$ cat config.mk
export PLATFORM = sky130hd
export DESIGN_NAME = fhtc_front
export DESIGN_NICKNAME = d
export VERILOG_FILES = /design/src/design/fhtc_pkg.sv /design/src/design/fhtc_front.sv
export SDC_FILE = /design/constraint.sdc
export NUM_CORES = 1
export LEC_CHECK = 0
export ABC_CLOCK_PERIOD_IN_PS = 20300
export BUFFER_PORTS_ARGS = -buffer_cell sky130_fd_sc_hd__buf_2
export CORE_AREA = 8 8 151 153
export CTS_CLUSTER_SIZE = 24
export DETAILED_ROUTE_END_ITERATION = 6
export DIE_AREA = 0 0 159 161
export GPL_ROUTABILITY_DRIVEN = 0
export REMOVE_ABC_BUFFERS = 1
export SLEW_MARGIN = 15
export SYNTH_ARGS = -nofsm -noshare
export SYNTH_HDL_FRONTEND = slang
export SYNTH_SLANG_ARGS = --single-unit
export TNS_END_PERCENT = 1
$ cat constraint.sdc
create_clock -name clk -period 20.3 [get_ports clk]
set_clock_uncertainty 0.2 [all_clocks]
set_input_delay 4.06 -clock clk [delete_from_list [all_inputs] [get_ports clk]]
set_output_delay 4.06 -clock clk [all_outputs]
set_load 0.005 [all_outputs]
$ cat src/design/fhtc_pkg.sv
// package for the fiber hit time clusterer
// holds widths, depth, command codes, queue and state types; no dependencies
package fhtc_pkg;
	localparam int HitDepth = 64;
	localparam int IdxW = $clog2(HitDepth);
	localparam int CntW = $clog2(HitDepth + 1);
	localparam logic [31:0] ThreshReset = 32'd1240;
	localparam logic [23:0] WindowReset = 24'd3000;
	localparam logic CMD_ADD = 1'b0;
	localparam logic CMD_EOE = 1'b1;
	localparam logic CFG_THRESH = 1'b0;
	localparam logic CFG_WINDOW = 1'b1;

	typedef struct packed {
		logic [9:0] fiber;
		logic [47:0] time_ps;
		logic [31:0] energy;
		logic [30:0] track;
		logic [30:0] parent;
		logic [31:0] particle;
	} hit_t;

	typedef struct packed {
		logic eoe;
		hit_t hit;
	} qent_t;

	typedef enum logic [2:0] {
		ST_LOAD, ST_SORT_RD, ST_SORT_CMP, ST_GRP_RD, ST_GRP_ACC, ST_EMIT
	} bstate_t;
endpackage

$ cat src/design/fhtc_front.sv
// front part: filters add commands by charge and threshold, passes kept hits
// and end-of-event marks to the queue; uses fhtc_pkg
module fhtc_front (
	input logic clk,
	input logic arst_n,
	input logic in_valid,
	output logic in_ready,
	input logic cmd,
	input logic charged,
	input fhtc_pkg::hit_t hit,
	input logic [31:0] thresh,
	output logic q_valid,
	input logic q_ready,
	output fhtc_pkg::qent_t q_data
);
	import fhtc_pkg::*;
	logic keep;
	logic valid_q;
	qent_t data_q;
	assign keep = (cmd == CMD_EOE) || (charged && (hit.energy >= thresh));
	assign in_ready = !valid_q || q_ready;
	always_ff @(posedge clk or negedge arst_n) begin
		if (!arst_n) valid_q <= 1'b0;
		else if (in_ready) valid_q <= in_valid && keep;
	end
	always_ff @(posedge clk) begin
		if (in_ready) begin
			data_q.eoe <= (cmd == CMD_EOE);
			data_q.hit <= hit;
		end
	end
	assign q_valid = valid_q;
	assign q_data = data_q;
endmodule

==> results_dict.tcl <==
set metrics [dict create \
    crit_top_cell "buf_2" \
    drt_iter0_drc 208 \
    first_pass_iters 4 \
    final_antenna_net_count 0 \
    synth-compound-area-share_pct 2.920 \
    synth_flop_cell "edfxtp_1" \
    std_cell_rows 53 \
    die_w_um 159 \
    critPathMaxFanout 70 \
    placed_area_mm2 0.008836 \
    critPathRequiredTime_ns 16.04 \
    final_area_mm2 0.009395 \
    crit_chain "buf_2, nand2b_4, buf_2" \
    top_level_ports 409 \
    synth_seq_cells 186 \
    num_antenna_cells 0 \
    period_needed_ns 9.420 \
    synth_common_cells "edfxtp_1, ha_1, inv_1, a21oi_1, nand4_1" \
    synth_most_common_cell "edfxtp_1" \
    antenna_found_initial 3 \
    synth.mux.area_fraction_pct 0 \
    min_from "q_valid" \
    p_per_area_mw_per_mm2 93.12 \
    netlist_area_mm2 0.006427 \
    route.detailed.drc 0 \
    synth-simple-area-share_pct 2.161 \
    numPortBuffers 408 \
    ys_seq_area_share_pct 86.82 \
    finalSetupViolations 0 \
    worstHoldPathType "reg -> reg" \
    fin_nets 981 \
    leakagePower_nw 4.318 \
    cp-end-kind "output pin" \
    post-dp-hpwl_um 15440 \
    synthDistinctLibCells 23 \
    core_area_mm2 0.02056 \
    vdd_drop_max_mv 0.04986 \
    cpPeakStageDelay_ns 0.75 \
    grt_max_degree 71 \
    post_cts_resized 0 \
    wire_per_inst_um 19.10 \
    h-tree-depth 4 \
    max_freq_ghz 0.1062 \
    cap_violations 0 \
    cts_setup_buffers 0 \
    synthDominantCellAreaShare_pct 86.43 \
    dieArea_mm2 0.02560 \
    status "completed" \
    cts_buffers 17 \
    whs_ns 1.116 \
    grt_pass1_wl_um 27900 \
    clk_path_buf_depth 2 \
    routed_wl_um 19370 \
    path_clk_slew_ns 0.08 \
    via_per_inst 4.206 \
    cts.sinks 186 \
    cts_tree "done" \
    relSlewSlack_pct 34.88 \
    synthTopCellsByArea "edfxtp_1, ha_1, inv_1" \
    grt_overflow_total 0 \
    clock_latency_ns 0.42 \
    ctsHoldBuffers 0 \
    power.total_mw 0.8749 \
    synth_adder_area_share_pct 6.229 \
    crit_type "in -> out" \
    die_h_um 161 \
    synth_top_family_by_area "adder cells" \
    yosys_warnings 0 \
    worst_pin_slew_ns 0.9768 \
    slowest_stage "nand2b_4" \
    start_util_pct 31.27 \
    avgSynthCellArea_um2 21.57 \
    setup_tns_ns 0 \
    synth_edf_count 185 \
    drv_slew 0 \
    synth_cells 298 \
    fin_crit_sh_pct 46.40 \
    first_global_vias 4478 \
    critPathLaunch "q_ready" \
    cts_root_buf "clkbuf_16" \
    yosys.area.top_type "edfxtp_1" \
    drive_gt1_share_pct 60.22 \
    critPathArrivalTime_ns 5.16 \
    timing_hold_violations_final 0 \
    grt.total_usage_pct 14.53 \
    vias 4265 \
    syn_to_final_growth_pct 46.17 \
    async_flop_share_pct 0.5376 \
    rsz0062_at_grt "no" \
    startpoint_type "input port" \
    synth_xor_area_share_pct 0 \
    reg2reg_from "q_valid" \
]
-- metal layers --
metal	wire (µm)	track usage [%]
met1	7104	15.44
met2	9833	24.75
met3	2047	7.305
met4	339	4.889
met5	40	0
-- worst max-delay path, delay by kind of cell --
kind,cells,cell delay (ns)
buf+inv,2,0.32
simple gates,1,0.75
-- path summary, 6_finish.rpt --
check | to | slack, ns | cells past startpoint
max | in_ready | 10.88 | 3
min | q_data[111] | 1.12 | 1
max in group asynchronous | q_valid | 16.61 | 1
min in group asynchronous | q_valid | 3.20 | 1
min reg2reg | q_data[111] | 1.12 | 1
max reg2reg | q_valid | 17.23 | 5
-- kinds of logic (layout without fill, tap and decap cells) --
kind of cell	after synthesis	after routing
flip-flops	186	186
AND/OR/NAND/NOR	23	23
adder cells (fa/ha/maj)	32	32
AO/OA/AOI/OAI	25	25
buffers and inverters	32	473
-- through the flow --
| stage | setup WS [ns] | util (%) | instances |
|---|---|---|---|
| global placement | 10.87 | 42.98 | 983 |
| floorplan | 7.473 | - | 298 |
| finish | 10.88 | 45.70 | 1014 |
| CTS | 10.84 | 45.70 | 1014 |
| global route | 10.78 | 45.70 | 1014 |
| detailed placement | 10.84 | 42.98 | 983 |
-- final cells by class --
type | count | area, µm²
Sequential cell | 186 | 5580
Tap cell | 275 | 344.1
Clock buffer | 17 | 425.4
Multi-Input combinational cell | 80 | 734.5
Clock inverter | 14 | 133.9
Timing Repair Buffer | 410 | 2057
Inverter | 32 | 120.1
Fill cell | 1875 | 11160
-- state kept, by name, indices dropped and copies added (netlist names) --
name     cells
q_data     185
q_valid      1
-- power by group --
part / leakage [nW] / switching [mW] / internal [mW] / total (mW)
clock: 0.266 / 0.154 / 0.162 / 0.317
sequential: 1.92 / 0.00752 / 0.461 / 0.469
combinational: 2.14 / 0.0468 / 0.0424 / 0.0892
-- placed cells by master, fill, tap and decap left out, types with 5 or more instances in the layout --
master / netlist / routed
buf_2: 0 / 408
edfxtp_1: 185 / 185
inv_1: 32 / 32
ha_1: 32 / 32
clkbuf_16: 0 / 17
a21oi_1: 11 / 11
nand4_1: 7 / 7
nand3_1: 5 / 5
inv_8: 0 / 5
Power figures use the tool's default switching activity.
