## src/design/fhtc_pkg.sv

```systemverilog
// package for the fiber hit time clusterer
// holds widths, depth, command codes, queue and state types; no dependencies
package fhtc_pkg;
	localparam int HitDepth = 64;
	localparam int IdxW = $clog2(HitDepth);
	localparam int CntW = $clog2(HitDepth + 1);
	localparam logic [31:0] ThreshReset = 32'd1240;
	localparam logic [23:0] WindowReset = 24'd3000;
	localparam logic CMD_ADD = 1'b0;
	localparam logic CMD_EOE = 1'b1;
	localparam logic CFG_THRESH = 1'b0;
	localparam logic CFG_WINDOW = 1'b1;

	typedef struct packed {
		logic [9:0] fiber;
		logic [47:0] time_ps;
		logic [31:0] energy;
		logic [30:0] track;
		logic [30:0] parent;
		logic [31:0] particle;
	} hit_t;

	typedef struct packed {
		logic eoe;
		hit_t hit;
	} qent_t;

	typedef enum logic [2:0] {
		ST_LOAD, ST_SORT_RD, ST_SORT_CMP, ST_GRP_RD, ST_GRP_ACC, ST_EMIT
	} bstate_t;
endpackage

```

## src/design/fhtc_queue.sv

```systemverilog
// short fifo between front and back parts; uses fhtc_pkg
module fhtc_queue (
	input logic clk,
	input logic arst_n,
	input logic wr_valid,
	output logic wr_ready,
	input fhtc_pkg::qent_t wr_data,
	output logic rd_valid,
	input logic rd_ready,
	output fhtc_pkg::qent_t rd_data
);
	import fhtc_pkg::*;
	qent_t mem_q [4];
	logic [1:0] wp_q, rp_q;
	logic [2:0] cnt_q;
	logic wr, rd;
	assign wr_ready = cnt_q != 3'd4;
	assign rd_valid = cnt_q != 3'd0;
	assign wr = wr_valid && wr_ready;
	assign rd = rd_valid && rd_ready;
	assign rd_data = mem_q[rp_q];
	always_ff @(posedge clk or negedge arst_n) begin
		if (!arst_n) begin
			wp_q <= '0;
			rp_q <= '0;
			cnt_q <= '0;
		end else begin
			if (wr) wp_q <= wp_q + 2'd1;
			if (rd) rp_q <= rp_q + 2'd1;
			cnt_q <= cnt_q + {2'b0, wr} - {2'b0, rd};
		end
	end
	always_ff @(posedge clk) begin
		if (wr) mem_q[wp_q] <= wr_data;
	end
endmodule

```

## config.mk

```make
export PLATFORM = sky130hd
export DESIGN_NAME = fhtc_queue
export DESIGN_NICKNAME = d
export VERILOG_FILES = /design/src/design/fhtc_pkg.sv /design/src/design/fhtc_queue.sv
export SDC_FILE = /design/constraint.sdc
export NUM_CORES = 1
export LEC_CHECK = 0
export BUFFER_PORTS_ARGS = -buffer_cell sky130_fd_sc_hd__buf_2
export CAP_MARGIN = 20
export CORE_MARGIN = 10
export CORE_UTILIZATION = 57
export DETAILED_ROUTE_END_ITERATION = 8
export PLACE_DENSITY = 0.79
export SLEW_MARGIN = 40
export SYNTH_ARGS = -nofsm -noshare
export SYNTH_HDL_FRONTEND = slang
export SYNTH_SLANG_ARGS = --single-unit
export TNS_END_PERCENT = 30
```

## constraint.sdc

```tcl
create_clock -name clk -period 6.4 [get_ports clk]
set_clock_uncertainty 0.2 [all_clocks]
set_input_delay 1.28 -clock clk [delete_from_list [all_inputs] [get_ports clk]]
set_output_delay 1.28 -clock clk [all_outputs]
set_load 0.1 [all_outputs]
```

==> results of run 1 <==
-- stage by stage --
step | hold WS [ps] | area [sq um]
detailed placement | 400.3 | 29760
global placement | 376.1 | 29720
floorplan | 342.5 | 27150
finish | 312.9 | 32110
CTS | 273.0 | 32080
global route | 296.1 | 32090
-- final timing paths --
| kind | end | start | slack [ps] |
|---|---|---|---|
| worst max-delay path | rd_data[61] | rp_q[0] | 1930 |
| worst min-delay path | cnt_q[1] | arst_n | 310 |
| min in group clk | wp_q[1] | wp_q[1] | 420 |
| max in group asynchronous | rp_q[0] | arst_n | 5510 |
| worst min register to register | wp_q[1] | wp_q[1] | 420 |
| worst max register to register | mem_q[3][85] | cnt_q[2] | 3510 |
-- metal layers --
layer | wire length (um) | part of all wire (%) | up-vias | GRT usage (%)
met2 | 30590 | 53 | 500 | 34.74
met4 | 1156 | 2.0 | 24 | 6.039
li1 | - | - | 5258 | -
met5 | 151 | 0.26 | - | 0
met1 | 20540 | 36 | 6452 | 24.61
met3 | 5020 | 8.7 | 97 | 6.985
-- final cells by class --
type,count,area [sq um]
Multi-Input combinational cell,213,4449
Timing Repair Buffer,391,2135
Tap cell,607,759.5
Clock buffer,94,2033
Sequential cell,747,22400
Clock inverter,40,282.8
Antenna cell,10,25.02
Fill cell,2760,14740
Inverter,6,22.52
-- cell usage in the layout (no fill, tap or decap), types with 3 or more instances in the layout --
cell type	instances
ha_1	6
edfxtp_1	740
nand2b_1	4
clkbuf_1	15
clkinv_2	16
buf_12	11
bufinv_16	3
buf_2	375
clkinvlp_4	3
buf_4	5
clkinv_1	15
clkbuf_16	79
xnor2_1	3
diode_2	10
inv_1	6
mux4_2	185
dfrtp_1	5
and3b_4	4
-- state kept, by name (all words and copies together) (netlist names) --
| register | cells |
|---|---|
| wp_q | 2 |
| cnt_q | 3 |
| mem_q | 740 |
| rp_q | 2 |
-- worst reg2reg max path: stages (launching register included) --
cell,delay (ps)
dfrtp_1,460
nor3b_2,250
and3b_4,830
buf_4,750
-- kinds of logic after synthesis --
kind of cell	count (synthesis)
DFF	747
muxes	185
buffers and inverters	48
and+or+nand+nor	13
adders and majority gates	7
AOI/OAI and AO/OA	4
xor gates and xnor gates	4
==> results.json, run 1 <==
{
  "grt_pass1_wl_um": 85840,
  "cts.clk_slew.worst_paths_ps": 60,
  "area_growth_pct": 18.26,
  "worstSetupPathType": "reg -> out",
  "status": "finished, final reports clean",
  "critPathArrivalTime_ps": 2990,
  "rows": 79,
  "dp_hpwl_um": 34280,
  "synth_top_area_share_pct": 81.84,
  "required_ps": 4920,
  "numCtsBuffers": 74,
  "synth.net_count": 1204,
  "grt_overflow": 0,
  "die_w_um": 238.3,
  "post-place-ws_ps": 2454,
  "grt_pass1_vias": 13150,
  "clock_latency_ps": 590,
  "drive_above_1_share_pct": 46.08,
  "max_stage_delay_ps": 910,
  "end_kind": "output pin",
  "synth_top_family_by_area": "multiplexers",
  "rsz0062_at_grt": "no",
  "yosys.area_share.adder_pct": 0.3502,
  "synth-edff-count": 740,
  "cp_top_family": "flip-flops",
  "viasPerCell": 5.850,
  "worstMarginPinSlew_ps": 785.9,
  "placed_cells": 1964,
  "ios": 376,
  "antenna_found_initial": 20,
  "synth_warnings": 0,
  "synth_compound_area_share_pct": 0.1198,
  "drtIter0Drc": 1123,
  "syn-cell-area_sq_um": 27150,
  "ys_seq_elements": 747,
  "fin_crit_ps": 4472,
  "routed_wl_um": 57460,
  "synthMuxAreaShare_pct": 15.34,
  "routedWlPerCell_um": 27.26,
  "cts_max_path_buffers": 3,
  "hold_buffers": 0,
  "crit_path_max_fanout": 56,
  "htree_levels": 3,
  "postLayoutCoreUtil_pct": 68.54,
  "root_buffer": "clkbuf_16",
  "setup-violations-final": 0,
  "io_buffers": 375,
  "yosysUniqueCellTypes": 20,
  "drv_slew": 0,
  "detail-route-antenna-nets": 0,
  "critical_path_buf_inv_count": 2,
  "yosys.area_share.simple_pct": 0.3686,
  "post-route-period-util_pct": 69.88,
  "cts_sinks": 747,
  "drc": 0,
  "grt_use_total_pct": 20.47,
  "yosys-top-cells-count": "edfxtp_1, mux4_2, buf_2, buf_6, dfrtp_1",
  "synth-seq-area-share_pct": 82.48,
  "drv_cap": 0,
  "floorplan.die_area_sq_um": 56770,
  "synthFlopType": "edfxtp_1",
  "avgSynthCellArea_sq_um": 26.94,
  "cp_slowest_cell": "dfrtp_4",
  "postCtsSetupBuffers": 0,
  "postCtsResizedCells": 0,
  "startpoint_type": "register",
  "core_sq_um": 46850,
  "place.gp.congestion": 0.7380,
  "synth_xor_area_share_pct": 0.1290,
  "timing.fmax_ghz": 0.2236,
  "setup_ws_ps": 1928,
  "synth-async-reset-ratio_pct": 0.9371,
  "final_cells": 2108,
  "synthTopCellsByArea": "edfxtp_1, mux4_2, buf_6, dfrtp_1, buf_2",
  "crit_chain": "buf_12 -> mux4_2 -> buf_2",
  "postSynthCellCount": 1008,
  "rr_worst_depth": 3,
  "fin_nets": 1629,
  "hold_path_class": "in -> async",
  "start_util_pct": 57.95,
  "yosysTopAreaCell": "edfxtp_1",
  "grt_max_degree": 97,
  "finalHoldViolCount": 0,
  "relSlewSlack_pct": 47.61,
  "finalSetupTns_ps": 0,
  "worstSetupPathDepth": 3,
  "synth_most_common_cell": "edfxtp_1",
  "cts_tree": "built",
  "die_y_um": 238.3,
  "vias": 12330,
  "dr.pass1.iters": 5
}
Power of run 1 is not shown: default switching activity piles up to over one toggle a cycle in this logic, so the estimate is an artifact.
==> run 2, diff against run 1 <==
--- a/config.mk
+++ b/config.mk
@@ -5,12 +5,13 @@
 export SDC_FILE = /design/constraint.sdc
 export NUM_CORES = 1
 export LEC_CHECK = 0
+export ABC_AREA = 1
 export BUFFER_PORTS_ARGS = -buffer_cell sky130_fd_sc_hd__buf_2
 export CAP_MARGIN = 20
 export CORE_MARGIN = 10
-export CORE_UTILIZATION = 57
+export CORE_UTILIZATION = 52
 export DETAILED_ROUTE_END_ITERATION = 8
-export PLACE_DENSITY = 0.79
+export PLACE_DENSITY = 0.76
 export SLEW_MARGIN = 40
 export SYNTH_ARGS = -nofsm -noshare
 export SYNTH_HDL_FRONTEND = slang
==> constraint.sdc (replaced) <==
create_clock -name clk -period 3.9 [get_ports clk]
set_clock_uncertainty 0.2 [all_clocks]
set_input_delay 0.78 -clock clk [delete_from_list [all_inputs] [get_ports clk]]
set_output_delay 0.78 -clock clk [all_outputs]
set_load 0.1 [all_outputs]
==> run 2 against run 1 <==
Effect of this change:
- die area is 17% higher
- sequential cell count stayed put
- via count is 49% higher
- non-clock buffer count is 22 higher
- final area is 11% higher
- synthesized cell count is 140% higher
- core utilization is 4.9 points lower
- sequential share of layout area is 7.2 points lower
==> results.json, run 2 <==
{
  "avgSynthCellArea_sq_um": 12.26,
  "synthTopCellsByArea": "edfxtp_1, nand2_1, nor2_1, o21ai_0, inv_1",
  "dpl_cell_area_sq_um": 33400,
  "yosysTopAreaCell": "edfxtp_1",
  "postLayoutCoreUtil_pct": 63.60,
  "synth_warnings": 0,
  "critPathArrivalTime_ps": 2660,
  "cts_tree": "built",
  "grt_overflow": 0,
  "status": "finished, final reports clean",
  "floorplan.die_area_sq_um": 66570,
  "finalHoldViolCount": 0,
  "synth_most_common_cell": "edfxtp_1",
  "ys_seq_elements": 747,
  "post-place-ws_ps": 855.0,
  "setup-violations-final": 0,
  "synth-async-reset-ratio_pct": 0.9371,
  "synth.net_count": 2598,
  "synth-edff-count": 740,
  "postCtsResizedCells": 0,
  "hold_ws_ps": 180.1,
  "core_sq_um": 56280,
  "clock_latency_ps": 610,
  "end_kind": "output pin",
  "relSlewSlack_pct": 42.45,
  "worstMarginPinSlew_ps": 863.3,
  "cts.clk_slew.worst_paths_ps": 60,
  "dp_hpwl_um": 39810,
  "postSynthCellCount": 2402,
  "drive_above_1_share_pct": 18.39,
  "fin_nets": 2964,
  "grt_pass1_wl_um": 101400,
  "cp_slowest_cell": "dfrtp_4",
  "routed_wl_um": 65320,
  "final_cell_mix": "edfxtp_1, nand2_1, nor2_1",
  "hold_buffers": 1,
  "drc": 0,
  "dr.pass1.iters": 6,
  "post-route-period-util_pct": 93.27,
  "cts_max_path_buffers": 3,
  "max_stage_delay_ps": 550,
  "timing.fmax_ghz": 0.2749,
  "largest_reg_flops": 740,
  "fin_crit_ps": 3637,
  "numCtsBuffers": 74,
  "place.gp.congestion": 0.7882,
  "drv_slew": 0,
  "yosys-top-cells-count": "edfxtp_1, nand2_1, nor2_1, o21ai_0, inv_1",
  "crit_path_max_fanout": 81,
  "ios": 376,
  "root_buffer": "clkbuf_16",
  "grt_pass1_vias": 18390,
  "top_register": "mem_q",
  "start_util_pct": 52.34,
  "rows": 87,
  "required_ps": 2920,
  "routedWlPerCell_um": 18.15,
  "htree_levels": 3,
  "hold_path_class": "in -> reg",
  "synth_top_area_share_pct": 75.44,
  "area_growth_pct": 21.51,
  "grt_use_total_pct": 19.36,
  "synthFlopType": "edfxtp_1",
  "antenna_found_initial": 20,
  "finish.instance_area_sq_um": 35790,
  "detail-route-antenna-nets": 0,
  "synth-seq-area-share_pct": 76.03,
  "yosysUniqueCellTypes": 16,
  "critical_path_buf_inv_count": 3,
  "io_buffers": 375,
  "viasPerCell": 5.106,
  "die_w_um": 258.0,
  "setup_ws_ps": 262.5,
  "drtIter0Drc": 1364,
  "rsz0062_at_grt": "no",
  "postCtsSetupBuffers": 0,
  "vias": 18370,
  "cts_sinks": 747,
  "startpoint_type": "register",
  "syn-cell-area_sq_um": 29460,
  "cp_top_family": "buffers and inverters",
  "drv_cap": 0,
  "grt_max_degree": 176,
  "die_y_um": 258.0,
  "worstSetupPathType": "reg -> out",
  "reg_top3": "mem_q (740), cnt_q (3)",
  "final_common_cell": "edfxtp_1",
  "crit_chain": "inv_6 -> buf_12 -> o21ai_1 -> nand2_1 -> buf_2"
}
run 2: cell count changes after synthesis, sizes merged, moves of 5 or more:
cell | before | now
o21ai | 0 | 370
nor2 | 0 | 375
buf | 37 | 75
inv | 6 | 200
nand2 | 1 | 574
nand3 | 0 | 5
mux4 | 185 | 0
clkbuf | 5 | 48
run 2: per-layer routing:
metal  GRT usage, %  routed length (um)
met1          23.59               25600
met2          33.08               33400
met3          5.003                4836
met4          6.682                1398
met5              0                  90
run 2: through the flow:
| stage | setup TNS, ps | cells |
|---|---|---|
| after global routing | 0 | 3587 |
| final | 0 | 3598 |
| after CTS | 0 | 3577 |
| after detailed placement | 0 | 3446 |
| after floorplan | -231700 | 2402 |
| after global placement | 0 | 3445 |
run 2: path summary, 6_finish.rpt:
kind,from,end,slack [ps],cells after the start
setup / recovery,rp_q[0],rd_data[74],260,5
hold / removal,wr_data[120],mem_q[1][120],180,1
setup reg to reg,cnt_q[1],cnt_q[2],1490,11
hold reg to reg,cnt_q[0],cnt_q[0],330,1
max in group asynchronous,arst_n,rp_q[0],2960,2
min in group asynchronous,arst_n,cnt_q[0],350,2
run 2: final cells by class:
type	instances	area, sq um
sequential	747	22400
fill	3981	20490
multi-input combinational	1331	5599
timing repair buffer	413	3726
clock buffer	93	1987
tap	756	945.9
inverter	201	767.0
clock inverter	37	315.3
antenna	20	50.05
run 2: cell families (layout without fill, tap and decap cells):
logic type / after synthesis / in the layout / synth area share, %
DFF: 747 / 747 / 76.03
other: 0 / 20 / 0
and+or+nand+nor: 954 / 954 / 12.18
buffers and inverters: 324 / 744 / 5.178
adders and majority gates: 7 / 7 / 0.3228
AOI/OAI and AO/OA: 370 / 370 / 6.287
Power of run 2 is left out for the same reason.
